[src/hw/rtl/ffha_ram.sv]
// ----------------------------------------------------------------------------
// ffha_ram
// single-port-write, single-port-read ram with registered read data
// ----------------------------------------------------------------------------
`default_nettype none

module ffha_ram #(
	parameter int WIDTH = 8,
	parameter int DEPTH = 16
) (
	input  wire logic                     clk,
	input  wire logic                     we,
	input  wire logic [$clog2(DEPTH)-1:0] waddr,
	input  wire logic [WIDTH-1:0]         wdata,
	input  wire logic [$clog2(DEPTH)-1:0] raddr,
	output logic [WIDTH-1:0]              rdata
);

	logic [WIDTH-1:0] mem [DEPTH];

	always_ff @(posedge clk) begin
		if (we) begin
			mem[waddr] <= wdata;
		end
		rdata <= mem[raddr];
	end

endmodule

`default_nettype wire

[config.mk]
export PLATFORM = sky130hd
export DESIGN_NAME = ffha_ram
export DESIGN_NICKNAME = d
export VERILOG_FILES = /design/src/hw/rtl/ffha_ram.sv
export SDC_FILE = /design/constraint.sdc
export NUM_CORES = 1
export LEC_CHECK = 0
export BUFFER_PORTS_ARGS = -buffer_cell sky130_fd_sc_hd__clkbuf_2
export CORE_MARGIN = 5
export CORE_UTILIZATION = 40
export CTS_BUF_LIST = sky130_fd_sc_hd__clkbuf_2
export DETAILED_ROUTE_END_ITERATION = 7
export GPL_TIMING_DRIVEN = 0
export PLACE_DENSITY_LB_ADDON = 0.05
export SYNTH_ARGS = -nofsm -noshare
export SYNTH_HDL_FRONTEND = slang
export SYNTH_SLANG_ARGS = --single-unit
[constraint.sdc]
create_clock -name clk -period 2.8 [get_ports clk]
set_clock_uncertainty 0.2 [all_clocks]
set_input_delay 0.14 -clock clk [delete_from_list [all_inputs] [get_ports clk]]
set_output_delay 0.14 -clock clk [all_outputs]
set_load 0.005 [all_outputs]
Yosys cells after proc, flatten, opt, wreduce, memory -nomap -nowiden:

Memories as Yosys holds them, arrays and structs flattened. A register that Yosys moved wholly into a read port is not among the register bits.
Index checks and enable logic that the tools add are counted.

* flip-flop bits (word level): 0
* memory bits (writable): 128
* input port bits: 18
* output and inout port bits: 8
* memories kept: 1

* multiplexer cells: 2

Memory list
* mem: depth 16, bits a word 8, read ports 1, clocked after memory_dff 1, wr ports 1, line 19 `logic [WIDTH-1:0] mem [DEPTH];`

Operator list (number)
* 2-to-1 mux 1 bit: 2

Longest topological paths before layout:

* depth after elaboration: 2
* mapped depth: 5
* depth with buffers taken out: 3

Worst setup path after synthesis:

OpenSTA, ideal clock, no wires.

* path kind: in2reg
* start point: input port waddr[2]
* end point: memory mem[0][0] (enable)
* arrival time: 1.250 ns
* path slack: 0.967 ns
* stages on the path: 2
* cell sequence: or3b_2 > nor3_1

RTL lines
* start, declared: line 13 `input wire logic [$clog2(DEPTH)-1:0] waddr,`
* end, declared: line 19

No word-level cell before the write port.

==> impl_metrics.json <==
{
  "cts_setup_buffers": 0,
  "dieArea_um2": 15200,
  "grt_pass1_wl_um": 15700,
  "drt-met1-wl_um": 4820,
  "p_leak_nw": 1.97,
  "cts_buffer_depth": 2,
  "io_pins": 26,
  "place_congestion": 0.732,
  "ir_drop_uv": 287,
  "cts_tree": "done",
  "post-route-drc-count": 0,
  "die_h_um": 123,
  "power.switching_w": 0.000779,
  "fillers": 1123,
  "clk_latency_ns": 0.69,
  "worst_pin_slew_ns": 1.23,
  "netlist_instances": 229,
  "route.vias.total": 2433,
  "rrSetupSlack_ns": 0.1,
  "syn_nets": 247,
  "status": "finished clean",
  "place_hpwl_um": 6730,
  "postSynthAreaPerCell_um2": 22.5,
  "wirelength_um": 10500,
  "htree_levels": 4,
  "hp-class": "input pin to register",
  "yosysUniqueCellTypes": 19,
  "setup_viol": 0,
  "cp-end-kind": "register",
  "setup_tns_ns": 0,
  "crit_slowest_cell": "dlygate4sd3_1",
  "path_clk_slew_ns": 0.16,
  "grt-ovfl-total": 0,
  "die_w_um": 123,
  "relSlewSlack_pct": 17.3,
  "hold_viol_final": 0,
  "core-area_um2": 12600,
  "hold_depth": 2,
  "startpoint_type": "register",
  "yosys_warnings": 0,
  "cp_slowest_stage_delay_ns": 0.65,
  "fin_nets": 315,
  "crit_top_cell": "dlygate4sd3_1",
  "syn_area_um2": 5150,
  "power_frac_seq_pct": 67.1,
  "drive_gt1_share_pct": 26.8,
  "cp_max_fo": 1,
  "layout_commonest_cell": "edfxtp_1",
  "worstPathRequired_ns": 3.19,
  "r2r_cells": 5,
  "grt_max_degree": 17,
  "ys_seq_area_share_pct": 77.8,
  "critPathKind": "register to register",
  "rr_endpoint": "rdata[7]$_DFF_P_",
  "arrival_ns": 3.09,
  "drv_cap": 0,
  "antenna_found_initial": 0,
  "ant_nets": 0,
  "r2r_start": "mem[3][7]$_DFFE_PP_",
  "crit_chain": "mux4_2 > a22oi_1 > dlygate4sd3_1 > nand2_1 > dlygate4sd3_1",
  "fin_crit_ns": 2.70,
  "first_pass_iters": 4,
  "power_density_nw_per_um2": 577,
  "crit_start": "mem[3][7]$_DFFE_PP_",
  "clockRootBuffer": "clkbuf_2",
  "synthToLayoutAreaGrowth_pct": 14.6,
  "hold_end": "mem[7][5]$_DFFE_PP_",
  "antennaDiodeCount": 0,
  "combPwrFrac_pct": 7.3,
  "first_global_vias": 2491,
  "layout_common_cells": "edfxtp_1, clkbuf_2, dlygate4sd3_1",
  "p_clk_share_pct": 25.6,
  "grtUsageTotal_pct": 15.5,
  "clock_sinks": 136,
  "highest_layer": "met4",
  "p_int_w": 0.00263,
  "whs_ns": 0.254,
  "portBuffers": 24,
  "drv_slew": 0,
  "vias_per_cell": 5.05,
  "routed-wl-met3_um": 646,
  "synth_seq_cells": 136,
  "drtIter0Drc": 225,
  "fmax_mhz": 370,
  "cts_buffers": 17,
  "initial_core_util_pct": 40.8,
  "switching_share_pct": 22.9,
  "rsz0062_at_grt": "false",
  "wl_per_cell_um": 21.8,
  "fp-row-count": 41,
  "worstHoldStart": "wdata[5]",
  "wl_met2_um": 4820,
  "timing.final.crit_share_pct": 96.4
}
==> kinds of logic after synthesis <==
logic type,Yosys count,synth area share (%)
AND/OR/NAND/NOR,35,3.18
buffers and inverters,10,1.68
AO/OA/AOI/OAI,16,2.33
flip-flops,136,77.8
multiplexers,32,15.0
==> timing repair <==
action	4_1_cts	5_1_grt
hold buffers	25	0
gates resized for setup	0	0
hold endpoints to repair	264	0
==> cells in the mapped netlist <==
cell             count  area [um2]
mux4_2              18         405
nor2_1              13        48.8
buf_2                3        15.0
dfxtp_1              8         160
nand3b_1             2        15.0
nor3_1               4        20.0
nor2b_1              1        6.26
or3b_2               1        8.76
a22oi_1             16         120
nand3_1              1        5.00
nand2b_1             2        12.5
nand2_1              9        33.8
buf_4                1        7.51
and2_1               1        6.26
buf_6                3        33.8
mux4_1              14         368
clkdlybuf4s25_2      3        30.0
edfxtp_1           128        3840
and2b_1              1        7.51
==> worst max-delay path by stage <==
stage / to / cells past startpoint / slack, ns
5_1_grt: rdata[0]$_DFF_P_ / 5 / 0.09
4_1_cts: rdata[0]$_DFF_P_ / 5 / 0.14
6_report: rdata[7]$_DFF_P_ / 5 / 0.1
3_5_place_dp: mem[0][3]$_DFFE_PP_ / 3 / 0.43
2_1_floorplan: mem[0][0]$_DFFE_PP_ / 2 / 0.97
3_3_place_gp: mem[0][3]$_DFFE_PP_ / 3 / 0.40
==> power by group through the flow <==
stage	sequential [W]	clock, W	combinational (W)
finish	0.00228	0.000872	0.000248
global route	0.00229	0.00101	0.000269
CTS	0.00229	0.000910	0.000253
detailed placement	0.00233	0	0.000224
global placement	0.00233	0	0.000223
floorplan	0.00233	0	0.000116
==> final cells by class <==
| type | instances | area [um2] | area share (%) |
|---|---|---|---|
| buffer | 10 | 86.3 | 1.46 |
| clock buffer | 24 | 120 | 2.04 |
| clock inverter | 8 | 35.0 | 0.594 |
| multi-input combinational | 83 | 1070 | 18.1 |
| sequential | 136 | 4000 | 67.9 |
| tap | 172 | 215 | 3.65 |
| timing repair buffer | 49 | 370 | 6.28 |
==> sequential cells by signal, indices dropped and copies added (netlist names) <==
register,cells
rdata,8
mem,128
==> stage by stage <==
stage          area (um2)  power (W)  instances  setup WS [ns]  util, %
6_report             5900    0.00340        482         0.0995     46.7
5_1_grt              5900    0.00356        482         0.0855     46.7
4_1_cts              5890    0.00345        482          0.139     46.7
3_5_place_dp         5490    0.00256        425          0.432     43.5
3_3_place_gp         5480    0.00255        425          0.401     43.4
2_1_floorplan        5150    0.00244        229          0.967        -
==> routing by layer <==
| layer | global-route usage [%] | up-vias |
|---|---|---|
| met5 | 0 | - |
| met4 | 6.64 | 0 |
| met3 | 4.21 | 19 |
| met2 | 22.7 | 87 |
| met1 | 21.8 | 1216 |
| li1 | - | 1111 |
==> critical path, delay by kind of cell, from the launching register on <==
kind / cells / cell delay, ns
flops: 1 / 0.40
buf+inv: 2 / 1.19
compound gates: 1 / 0.30
simple gates: 1 / 0.06
mux: 1 / 0.47
No activity file was read; power rests on OpenSTA's default activity.
